[config.mk]
export PLATFORM = sky130hd
export DESIGN_NAME = wmf_median
export DESIGN_NICKNAME = d
export VERILOG_FILES = /design/src/sv/wmf_pkg.sv /design/src/sv/wmf_median.sv
export SDC_FILE = /design/constraint.sdc
export NUM_CORES = 1
export LEC_CHECK = 0
export BUFFER_PORTS_ARGS = -buffer_cell sky130_fd_sc_hd__clkbuf_2
export CAP_MARGIN = 25
export CORE_MARGIN = 2
export CORE_UTILIZATION = 45
export DETAILED_ROUTE_END_ITERATION = 8
export PLACE_DENSITY = 0.72
export RECOVER_POWER = 100
export SLEW_MARGIN = 0
export SYNTH_ARGS = -nofsm -noshare
export SYNTH_HDL_FRONTEND = slang
export SYNTH_SLANG_ARGS = --single-unit
[constraint.sdc]
create_clock -name clk -period 7.3 [get_ports clk]
set_input_delay 0.365 -clock clk [delete_from_list [all_inputs] [get_ports clk]]
set_output_delay 0.365 -clock clk [all_outputs]
set_load 0.005 [all_outputs]
[src/sv/wmf_pkg.sv]
// ----------------------------------------------------------------------------
// wmf_pkg
// Shared sizes, types and register codes of the window median filter.
// ----------------------------------------------------------------------------
package wmf_pkg;

  localparam int WINDOW     = 3;
  localparam int HALF       = WINDOW / 2;
  localparam int TAPS       = WINDOW * WINDOW;
  localparam int MID        = TAPS / 2;
  localparam int LINES      = WINDOW - 1;
  localparam int MAX_WIDTH  = 1024;
  localparam int MAX_HEIGHT = 4096;

  localparam int PIX_W      = 8;
  localparam int LINE_W     = PIX_W * LINES;
  localparam int CFG_W      = 13;
  localparam int CFG_IDX_W  = 1;
  localparam int CFG_WID_W  = 11;
  localparam int CFG_HGT_W  = 13;

  localparam int COL_W      = $clog2(MAX_WIDTH);
  localparam int WID_W      = $clog2(MAX_WIDTH + 1);
  localparam int HGT_W      = $clog2(MAX_HEIGHT + 1);
  localparam int OROW_W     = $clog2(MAX_HEIGHT);
  localparam int ROW_W      = $clog2(MAX_HEIGHT + 2 * HALF + 2);
  localparam int LIN_W      = $clog2(MAX_WIDTH * MAX_HEIGHT + HALF * MAX_WIDTH + HALF + 1);

  localparam int WIDTH_RESET  = (MAX_WIDTH < 640) ? MAX_WIDTH : 640;
  localparam int HEIGHT_RESET = 480;
  localparam int THR_RESET    = HALF * WIDTH_RESET + HALF;

  typedef logic [PIX_W-1:0]  pix_t;
  typedef pix_t [WINDOW-1:0] col_t;
  typedef col_t [WINDOW-1:0] win_t;
  typedef logic [WINDOW-1:0] mask_t;

  typedef enum logic [CFG_IDX_W-1:0] {
    REG_IMAGE_WIDTH  = 1'b0,
    REG_IMAGE_HEIGHT = 1'b1
  } cfg_reg_t;

endpackage

[src/sv/wmf_median.sv]
// ----------------------------------------------------------------------------
// wmf_median
// Rank stage: stable rank of every window tap, register taps and the one-hot
// pick of the middle rank, then select the median.
// ----------------------------------------------------------------------------
module wmf_median (
  input  logic          clk,
  input  logic          load,
  input  wmf_pkg::win_t win,
  output wmf_pkg::pix_t median
);

  wmf_pkg::pix_t                 flat     [wmf_pkg::TAPS];
  wmf_pkg::pix_t                 vals_r   [wmf_pkg::TAPS];
  logic [wmf_pkg::TAPS-1:0]      below    [wmf_pkg::TAPS];
  logic [wmf_pkg::TAPS-1:0]      sel_nxt;
  logic [wmf_pkg::TAPS-1:0]      sel_r;

  always_comb begin
    for (int c = 0; c < wmf_pkg::WINDOW; c++) begin
      for (int r = 0; r < wmf_pkg::WINDOW; r++) begin
        flat[c * wmf_pkg::WINDOW + r] = win[c][r];
      end
    end
  end

  // ties broken by tap index so every rank is taken exactly once
  always_comb begin
    for (int i = 0; i < wmf_pkg::TAPS; i++) begin
      below[i] = '0;
      for (int j = 0; j < wmf_pkg::TAPS; j++) begin
        if (j < i) begin
          below[i][j] = (flat[j] <= flat[i]);
        end else if (j > i) begin
          below[i][j] = (flat[j] < flat[i]);
        end
      end
      sel_nxt[i] = ($countones(below[i]) == wmf_pkg::MID);
    end
  end

  always_ff @(posedge clk) begin
    if (load) begin
      vals_r <= flat;
      sel_r  <= sel_nxt;
    end
  end

  always_comb begin
    median = '0;
    for (int i = 0; i < wmf_pkg::TAPS; i++) begin
      median = median | (sel_r[i] ? vals_r[i] : '0);
    end
  end

endmodule

==> metrics <==
initial antenna violation count=0; status=complete, but fails checks; ANT cells=0; slowest CP cell=fa_1; fmax=0.2187 GHz; CTS root buf=clkbuf_16; gr usage total=around 28%; CTS Hold Bufs=0; DRT antenna net count=0; hold crit path type=in2reg; Setup Crit Path Kind=in2reg; register area share after synthesis=22.91%; maximum root-to-sink buffer count=2; worst path arrival time=4.69 ns; cell area power density=between 150 and 200 nW/um^2; Area contributors post-synth=ha_1 (37%), edfxtp_1 (23%), a21oi_1 (7.1%); hpwl dp=26.44 mm; leakage power=between 5 and 6 nW; Mean Syn Cell Area=9.986 sq um; MaxCap Viol Count=2; Post-Syn Nets=~1,500; Synth Flop Type=edfxtp_1; Crit path required time=roughly 7.4 ns; DRT iter0 DRCs=835; final number of setup-violating endpoints=0; failing checks=capacitance limit, slew limit; Max VDD drop=0.1352 mV; Warnings, synthesis=0; vias in the first global route=8,995; Synth top area share=a little under two fifths; Setup WS post-layout=2.728 ns; GP Congestion=0.9580; via/cell ratio=between 6 and 7; total CTS buffers=9; Total Neg Setup Slack=0 ns; Port Buffers=81; Final Slew Violations=84; setup bufs post-CTS=0; drt wl/cell=22.92 um; dpl ws=2.674 ns; die width=157.6 um; RSZ-0062 raised after global routing=no; max incr delay on CP=around 0.55 ns; H-tree Lvls=3; relative slew slack=-81.46%; DRT Pass-1 Iters=7; Area growth syn-to-layout=9.065%; fin crit period=4.572 ns; total congestion overflow=0; Syn Std Cell Area=10,620 sq um; Starting Density=45.50%; row cnt=56; final hold viol count=0; # nets final=1,572; Critical Path Sink Type=register; die area=24,830 sq um; Final Cycle Share=62.63%; TritonCTS clock tree=built; clock slew at reported path FFs=0.07 ns; Cell variety after synth=29; Critical Path Fanout Max=6; largest net degree at the start of global routing=82; EDFF count, synth=81; cell chain of the critical path=clkbuf_1 > inv_1 > ha_1 > nand2_1 > o21ai_0 > o22a_1 > fa_1 > fa_1 > inv_1 > fa_1 > ha_1 > inv_1 > fa_1 > nand3_1 > o21ai_0 > and3b_1; vias=9,073; Worst-Margin Slew=approximately 2.7 ns; CTS-repair resized insts=0; I/O pin total=82; DR DRC count=0; most frequent CP cell=fa_1; first-pass GRT wire length=approximately 51 mm; Synth Register Bits=81; FFs w/ async S/R, synth=0%; layout cells sized above 1=3.910%; post-synthesis cell count=1,063; routed wire length=33.70 mm; Yosys top cell by area=ha_1; clk sinks=81; core area=23,330 sq um; Die Span Y=roughly 160 um; startpoint types=input pin
## Yosys cell counts, drive strengths merged (9+ instances only)
cell type    n
and3b        9
o21a        18
edfxtp      81
ha         315
nand3       17
nand2       35
o22ai       11
o21ai       63
o211ai      36
fa          36
or2         19
nand4       72
inv        113
a21oi      151
nor2b       36
## state kept, by name, indices dropped and copies added, names as in the netlist
name / cells
vals_r: 72
sel_r: 9
## cell usage in the layout, fill, tap and decap left out, drive strengths merged, types with 36 or more instances in the layout
master  count
clkbuf     91
edfxtp     81
o211ai     36
ha        315
nor2b      36
fa         36
inv       114
nand4      72
a21oi     151
o21ai      63
## per-layer routing
layer / GRT usage (%) / share of wire (%) / vias to the layer above
li1: - / - / 4260
met1: 35.69 / 41 / 4276
met2: 43.79 / 44 / 416
met3: 3.805 / 8.3 / 121
met4: 17.49 / 7.1 / 0
met5: 0 / 0 / -
## critical path, delay by kind of cell
family,cells,cell delay (ns)
and+or+nand+nor,3,0.32
buffers and inverters,4,0.73
adders and majority gates,6,2.46
AOI/OAI and AO/OA,3,0.80
## cells by family (layout without fill, tap and decap cells)
family                   count (synthesis)  in the layout  share of synthesized area (%)
buffers and inverters                  122            210                          4.479
flip-flops                              81             81                          22.91
AO/OA/AOI/OAI                          320            320                          18.39
AND/OR/NAND/NOR                        189            189                          10.30
adder cells (fa/ha/maj)                351            351                          43.92
## worst paths after layout
path | start | endpoint | slack (ns) | cells after the start
worst min-delay path | win[70] | vals_r[6]$_DFFE_PP_ | 0.20 | 1
worst max-delay path | win[39] | sel_r[4]$_DFFE_PP_ | 2.73 | 16
## where the power goes
group | leakage, nW | switching, W | internal, W
Clock | 0.148 | 0.000203 | 0.000300
Sequential | 0.791 | 0.000109 | 0.000582
Combinational | 4.18 | 0.000604 | 0.000445
Total | 5.12 | 0.000916 | 0.00133
## final cells by class
class	count	area, sq um
repair buffers	82	315.3
multi-input cells	860	7689
flip-flops and latches	81	2432
clock inverters	6	92.59
fillers	2152	11760
inverters	113	424.2
well taps	319	399.1
clock buffers	9	225.2
## metrics by stage
| stage | util, % | hold WS (ns) | instance area (sq um) | cells | power [W] |
|---|---|---|---|---|---|
| finish | 49.62 | 0.2048 | 11580 | 1470 | 0.002243 |
| global route | 49.62 | 0.2034 | 11580 | 1470 | 0.002421 |
| CTS | 50.10 | 0.1968 | 11690 | 1469 | 0.002238 |
| detailed placement | 48.73 | 0.5590 | 11370 | 1454 | 0.001735 |
| global placement | 48.73 | 0.5582 | 11370 | 1454 | 0.001688 |
| floorplan | - | 0.4639 | 10620 | 1063 | 0.001378 |
(Power assumes the default switching activity.)
