## src/sv/wmf_pkg.sv

```systemverilog
// ----------------------------------------------------------------------------
// wmf_pkg
// Shared sizes, types and register codes of the window median filter.
// ----------------------------------------------------------------------------
package wmf_pkg;

  localparam int WINDOW     = 3;
  localparam int HALF       = WINDOW / 2;
  localparam int TAPS       = WINDOW * WINDOW;
  localparam int MID        = TAPS / 2;
  localparam int LINES      = WINDOW - 1;
  localparam int MAX_WIDTH  = 1024;
  localparam int MAX_HEIGHT = 4096;

  localparam int PIX_W      = 8;
  localparam int LINE_W     = PIX_W * LINES;
  localparam int CFG_W      = 13;
  localparam int CFG_IDX_W  = 1;
  localparam int CFG_WID_W  = 11;
  localparam int CFG_HGT_W  = 13;

  localparam int COL_W      = $clog2(MAX_WIDTH);
  localparam int WID_W      = $clog2(MAX_WIDTH + 1);
  localparam int HGT_W      = $clog2(MAX_HEIGHT + 1);
  localparam int OROW_W     = $clog2(MAX_HEIGHT);
  localparam int ROW_W      = $clog2(MAX_HEIGHT + 2 * HALF + 2);
  localparam int LIN_W      = $clog2(MAX_WIDTH * MAX_HEIGHT + HALF * MAX_WIDTH + HALF + 1);

  localparam int WIDTH_RESET  = (MAX_WIDTH < 640) ? MAX_WIDTH : 640;
  localparam int HEIGHT_RESET = 480;
  localparam int THR_RESET    = HALF * WIDTH_RESET + HALF;

  typedef logic [PIX_W-1:0]  pix_t;
  typedef pix_t [WINDOW-1:0] col_t;
  typedef col_t [WINDOW-1:0] win_t;
  typedef logic [WINDOW-1:0] mask_t;

  typedef enum logic [CFG_IDX_W-1:0] {
    REG_IMAGE_WIDTH  = 1'b0,
    REG_IMAGE_HEIGHT = 1'b1
  } cfg_reg_t;

endpackage

```

## src/sv/wmf_col_cell.sv

```systemverilog
// ----------------------------------------------------------------------------
// wmf_col_cell
// One column of the sliding window; hands its column to the next cell on shift.
// ----------------------------------------------------------------------------
module wmf_col_cell (
  input  logic          clk,
  input  logic          shift_en,
  input  wmf_pkg::col_t col_in,
  output wmf_pkg::col_t col_out
);

  wmf_pkg::col_t col_r;

  always_ff @(posedge clk) begin
    if (shift_en) begin
      col_r <= col_in;
    end
  end

  assign col_out = col_r;

endmodule

```

## config.mk

```make
export PLATFORM = sky130hd
export DESIGN_NAME = wmf_col_cell
export DESIGN_NICKNAME = d
export VERILOG_FILES = /design/src/sv/wmf_pkg.sv /design/src/sv/wmf_col_cell.sv
export SDC_FILE = /design/constraint.sdc
export NUM_CORES = 1
export LEC_CHECK = 0
export BUFFER_PORTS_ARGS = -buffer_cell sky130_fd_sc_hd__buf_2
export CAP_MARGIN = 20
export CORE_MARGIN = 5
export CORE_UTILIZATION = 38
export DETAILED_ROUTE_END_ITERATION = 10
export PLACE_DENSITY = 0.77
export SETUP_SLACK_MARGIN = 0.4
export SLEW_MARGIN = 20
export SYNTH_ARGS = -nofsm -noshare
export SYNTH_HDL_FRONTEND = slang
export SYNTH_SLANG_ARGS = --single-unit
```

## constraint.sdc

```tcl
create_clock -name clk -period 0.8 [get_ports clk]
set_clock_uncertainty 0.05 [all_clocks]
set_input_delay 0.04 -clock clk [delete_from_list [all_inputs] [get_ports clk]]
set_output_delay 0.04 -clock clk [all_outputs]
set_load 0.05 [all_outputs]
```

==> results of run 1 <==
-- final cells by class --
class / count / area, um2
flip-flops and latches: 24 / 721
fillers: 131 / 551
repair buffers: 51 / 435
well taps: 25 / 31.3
clock buffers: 3 / 22.5
clock inverters: 1 / 3.75
-- power groups by stage --
stage	sequential (W)	combinational (W)	clock, W
detailed placement	0.00154	0.000547	0
finish	0.00154	0.000655	0.000499
global placement	0.00154	0.000543	0
global route	0.00155	0.000680	0.000596
floorplan	0.00190	0	0
CTS	0.00154	0.000660	0.000524
-- metal layers --
| metal | GRT usage (%) | vias to the layer above |
|---|---|---|
| met2 | 20.2 | 35 |
| met5 | 0 | - |
| li1 | - | 205 |
| met1 | 11.3 | 203 |
| met3 | 6.37 | 2 |
| met4 | 5.11 | 0 |
-- logic make-up (layout without fill, tap and decap cells) --
| kind of cell | after synthesis | count (layout) | synth area share [%] |
|---|---|---|---|
| flops | 24 | 24 | 100 |
| buf+inv | 0 | 55 | 0 |
-- stage by stage --
step	utilization (%)	setup TNS (ps)	total power, W	cells
after floorplan	-	0	0.00190	24
after detailed placement	58.8	0	0.00209	100
final	68.8	-3670	0.00269	104
after global placement	58.8	0	0.00208	100
after CTS	68.8	-4030	0.00272	104
after global routing	68.8	-5040	0.00283	104
-- cell usage in the layout (no fill, tap or decap) --
| cell | instances |
|---|---|
| clkinv_1 | 1 |
| buf_12 | 2 |
| edfxtp_1 | 24 |
| buf_6 | 24 |
| buf_2 | 25 |
| clkbuf_4 | 3 |
-- timing repair --
item	in CTS	in global routing
endpoints found under the hold margin	24	24
gates resized for setup	48	0
endpoints found under the setup margin	24	24
-- synth_stat cells --
cell type	instances
edfxtp_1	24
-- worst max path at each step --
| stage | from | cells after the start | end |
|---|---|---|---|
| 2_1_floorplan | col_out[0] | 0 | col_out[0] |
| 3_3_place_gp | shift_en | 2 | col_out[15] |
| 5_1_grt | col_out[7] | 1 | col_out[7] |
| 6_report | col_out[14] | 1 | col_out[14] |
| 4_1_cts | col_out[14] | 1 | col_out[14] |
| 3_5_place_dp | shift_en | 2 | col_out[13] |
==> results.toml, run 1 <==
[setup_path]
cpMaxStageDelayCell = "edfxtp_1"
path_max_fanout = 1
cp_data_required_time_ps = 710
crit_family = "flip-flops"
critPathArrivalTime_ps = 880
start_kind = "register"
crit_type = "register to primary output"
critPathBufInv = 1
worstSetupEndpointType = "primary output"
worstPathCellList = "buf_6"
slowest_delay_ps = 420

[route]
dr.pass1.iters = 4
route.met3.wl_um = 225
drtIter0Drc = 6
drc_errors = 0
highest_layer = "met4"
wire_per_inst_um = 14.1
route.vias.total = 445
wl_met1_um = 475
wl_met2_um = 756
drt_wl_total_mm = 1.47
ant_nets = 0
viasPerCell = 4.28

[logic_synthesis]
ys_ff_latch = 24
ys_top_cells_by_area = "edfxtp_1 (100%)"
ys_warn_count = 0
synth_cells = 24
seq_area_frac_synth_pct = 100
yosysTopAreaCell = "edfxtp_1"
synthDistinctLibCells = 1
yosysTopAreaCellShare_pct = 100
syn-cell-area_um2 = 721
syn_area_per_cell_um2 = 30.0
syn_nets = 50

[clocking]
cts.sinks = 24
cts_tree = "built"
clockBufferDepth = 2
path_clk_slew_ps = 120
h-tree-depth = 1
numCtsBuffers = 3
cts_root_buf = "clkbuf_4"
cts_setup_buffers = 0

[power]
p_int_w = 0.00191
p_sw_w = 0.000777
pwr-share-clk_pct = 18.5
combPwrFrac_pct = 24.3
p_sw_share_pct = 28.9
power_frac_seq_pct = 57.1
irDropWorstVdd_mv = 1.18
p_leak_nw = 0.513
power_density_nw_per_um2 = 2220

[placed_design]
place_ws_ps = 130
io_buffers = 49
placed_cell_area_um2 = 1040
routabilityCongestion = 0.612

[grt]
antenna_found_initial = 0
grt_max_degree = 14
grt_pass1_vias = 515
grtUsageTotal_pct = 11.7
grt-ovfl-total = 0
grt_pass1_wl_mm = 2.27

[timing]
slew_viol_final = 0
max-slew-margin-rel_pct = 92.1
setup_viol_count_final = 24
worst_pin_slew_ps = 118
post-route-worst-setup-slack_ps = -175
rsz0062_at_grt = "yes"
holdWs_ps = -142
period_needed_ps = 975
period_share_pct = 122
fmax_mhz = 1030
finalHoldViolCount = 24

[min_path]
worst_hold_path.endpoint = "col_out[20]"
hold_start = "col_in[20]"
min_path_type = "primary input to register"
worstHoldPathCells = 1

[die]
initial_utilization_pct = 40.9
fp.coreArea_um2 = 1760
die_h_um = 53.6
fp.dieArea_um2 = 2870
die_w_um = 53.6
num_rows = 15
ioPinCount = 50

[cells_and_area]
drive_above_1_share_pct = 68.4
syn2layout_area_growth_pct = 68.4
multi_input_comb_cells = 0
fin_area_um2 = 1210
largest_register_ffs = 24
final_nets = 106
diodes = 0
multiInputGateArea_um2 = 0

[run]
drv_cap = 0

[status]
violations = "hold timing, setup timing"
status = "finished with violations"
Note: power is estimated with default switching activity, not from simulation.
==> run 2, diff against run 1 <==
BUFFER_PORTS_ARGS = unset   (was -buffer_cell sky130_fd_sc_hd__buf_2)
CORE_UTILIZATION = 49   (was 38)
DONT_BUFFER_PORTS = 1   (was unset)
MAX_ROUTING_LAYER = met4   (was unset)
PLACE_DENSITY = 0.66   (was 0.77)
==> run 2 against run 1 <==
Compared with the run above: synthesized cell count unchanged; area after synthesis is the same; the run now fails in detailed placement.
==> results.toml, run 2 <==
[logic_synthesis]
yosysTopAreaCell = "edfxtp_1"
yosysTopAreaCellShare_pct = 100
syn_area_per_cell_um2 = 30.0
synthArstFlopShare_pct = 0
synth_common_cells = "edfxtp_1 (24)"
synth_cells = 24
synthDistinctLibCells = 1
synth_flop_cell = "edfxtp_1"
syn-cell-area_um2 = 721
seq_area_frac_synth_pct = 100
synth_edf_count = 24
post-synth-top-count-cell = "edfxtp_1"
ys_ff_latch = 24
ys_top_cells_by_area = "edfxtp_1 (100%)"
ys_warn_count = 0
syn_nets = 50

[die]
die_w_um = 48.4
num_rows = 13
initial_utilization_pct = 53.4
die_h_um = 48.4
ioPinCount = 50

[status]
haltStage = "detailed placement"
status = "stopped before the end"
tool.error = "Error: detail_place.tcl, 38 bad optional access"

[placed_design]
io_buffers = 0
routabilityCongestion = 0.663
==> run 2: cell counts after synthesis <==
Identical to the previous run, type by type.
==> run 2: kinds of logic after synthesis <==
logic type	synth area share (%)
DFF	100
==> run 2: through the flow <==
| stage | cells | setup WS, ps | hold WS [ps] | area, um2 |
|---|---|---|---|---|
| 3_3_place_gp | 63 | 141 | 88.9 | 1220 |
| 2_1_floorplan | 24 | 109 | 88.9 | 721 |
==> run 3, diff against run 2 <==
CORE_AREA = 5 5 66 68   (was unset)
CORE_MARGIN = unset   (was 5)
CORE_UTILIZATION = unset   (was 49)
DIE_AREA = 0 0 71 73   (was unset)
MAX_ROUTING_LAYER = unset   (was met4)
PLACE_DENSITY = unset   (was 0.66)
PLACE_DENSITY_LB_ADDON = 0.15   (was unset)
SETUP_SLACK_MARGIN = unset   (was 0.4)
==> run 3 against run 2 <==
Compared with the run above: the flow now finishes, with violations (hold timing, setup timing).
==> results.toml, run 3 (synthesis gave the netlist of run 1 again) <==
[power]
irDropWorstVdd_mv = 0.832
p_leak_nw = 0.582
combPwrFrac_pct = 26.8
p_int_w = 0.00226
power_frac_seq_pct = 51.3
power_density_nw_per_um2 = 1990
p_sw_w = 0.000807
p_sw_share_pct = 26.3
pwr-share-clk_pct = 21.8

[cells_and_area]
fillCellCount = 354
final_cell_mix = "edfxtp_1 (24), dlygate4sd3_1 (24), buf_12 (24), clkbuf_8 (3)"
diodes = 0
final_nets = 103
syn2layout_area_growth_pct = 114
final_cells = 125
drive_above_1_share_pct = 36.0
multiInputGateArea_um2 = 0
multi_input_comb_cells = 0
largest_register_ffs = 24
fin_area_um2 = 1550

[setup_path]
start_kind = "register"
cpMaxStageDelayCell = "edfxtp_1"
path_max_fanout = 1
worstPathCellList = "buf_12"
critPathBufInv = 1
critPathArrivalTime_ps = 860
slowest_delay_ps = 420
crit_family = "flip-flops"
crit_type = "register to primary output"
worstSetupEndpointType = "primary output"
cp_data_required_time_ps = 710

[placed_design]
io_buffers = 0
place_ws_ps = 130
placed_cell_area_um2 = 1260
dp_cells = 98
routabilityCongestion = 0.568

[status]
status = "finished with violations"
violations = "hold timing, setup timing"

[timing]
max-slew-margin-rel_pct = 91.8
rsz0062_at_grt = "yes"
period_needed_ps = 946
holdWs_ps = -162
fmax_mhz = 1060
period_share_pct = 118
finalHoldViolCount = 24
setup_viol_count_final = 24
fin_tns_setup_ps = -3250
worst_pin_slew_ps = 123
slew_viol_final = 0
post-route-worst-setup-slack_ps = -146

[grt]
grt_pass1_vias = 449
grt_pass1_wl_mm = 2.30
grt_max_degree = 25
antenna_found_initial = 0
grt-ovfl-total = 0
grtUsageTotal_pct = 6.37

[die]
num_rows = 23
fp.coreArea_um2 = 3800
fp.dieArea_um2 = 5180
die_h_um = 73
initial_utilization_pct = 19.0
ioPinCount = 50
die_w_um = 71

[route]
dr.pass1.iters = 2
drtIter0Drc = 4
route.vias.total = 424
viasPerCell = 3.39
drt_wl_total_mm = 1.54
wire_per_inst_um = 12.3
drc_errors = 0
ant_nets = 0

[clocking]
clockBufferDepth = 2
h-tree-depth = 1
cts_root_buf = "clkbuf_8"
ctsHoldBuffers = 24
cts_resized = 0
cts_tree = "built"
numCtsBuffers = 3
path_clk_slew_ps = 70
cts.sinks = 24
cts_setup_buffers = 0

[min_path]
hold_start = "shift_en"
min_path_type = "primary input to register"
worst_hold_path.endpoint = "col_out[11]"
worstHoldPathCells = 0

[run]
drv_cap = 0
run 3: layout make-up:
type                  instances  area (um2)  area share [%]
sequential                   24         721            46.6
timing repair buffer         48         721            46.6
tap                          50        62.6            4.05
clock buffer                  3        41.3            2.67
run 3: worst max-delay path by stage:
stage                  end  slack [ps]  cells past startpoint         from
6_report        col_out[4]        -150                      1   col_out[4]
2_1_floorplan   col_out[0]         110                      0   col_out[0]
3_3_place_gp   col_out[22]         140                      1  col_out[22]
5_1_grt         col_out[4]        -190                      1   col_out[4]
4_1_cts         col_out[3]        -170                      1   col_out[3]
3_5_place_dp    col_out[3]         130                      1   col_out[3]
run 3: routing by layer:
metal / vias to the layer above / track usage, % / share of wire (%)
li1: 198 / - / -
met1: 184 / 5.51 / 32
met2: 37 / 9.47 / 45
met3: 5 / 5.37 / 20
met4: 0 / 5.01 / 2.7
met5: - / 0 / 0
run 3: through the flow:
step                      utilization [%]  power (W)
after floorplan                         -    0.00190
after global placement               33.3    0.00235
after detailed placement             33.3    0.00235
after CTS                            40.7    0.00313
after global routing                 40.7    0.00320
final                                40.7    0.00307
run 3: power groups by stage:
stage	Combinational, W	Clock, W	Sequential (W)
final	0.000824	0.000670	0.00158
after detailed placement	0.000740	0	0.00161
after CTS	0.000834	0.000716	0.00158
after global placement	0.000741	0	0.00161
after global routing	0.000845	0.000766	0.00159
after floorplan	0	0	0.00190
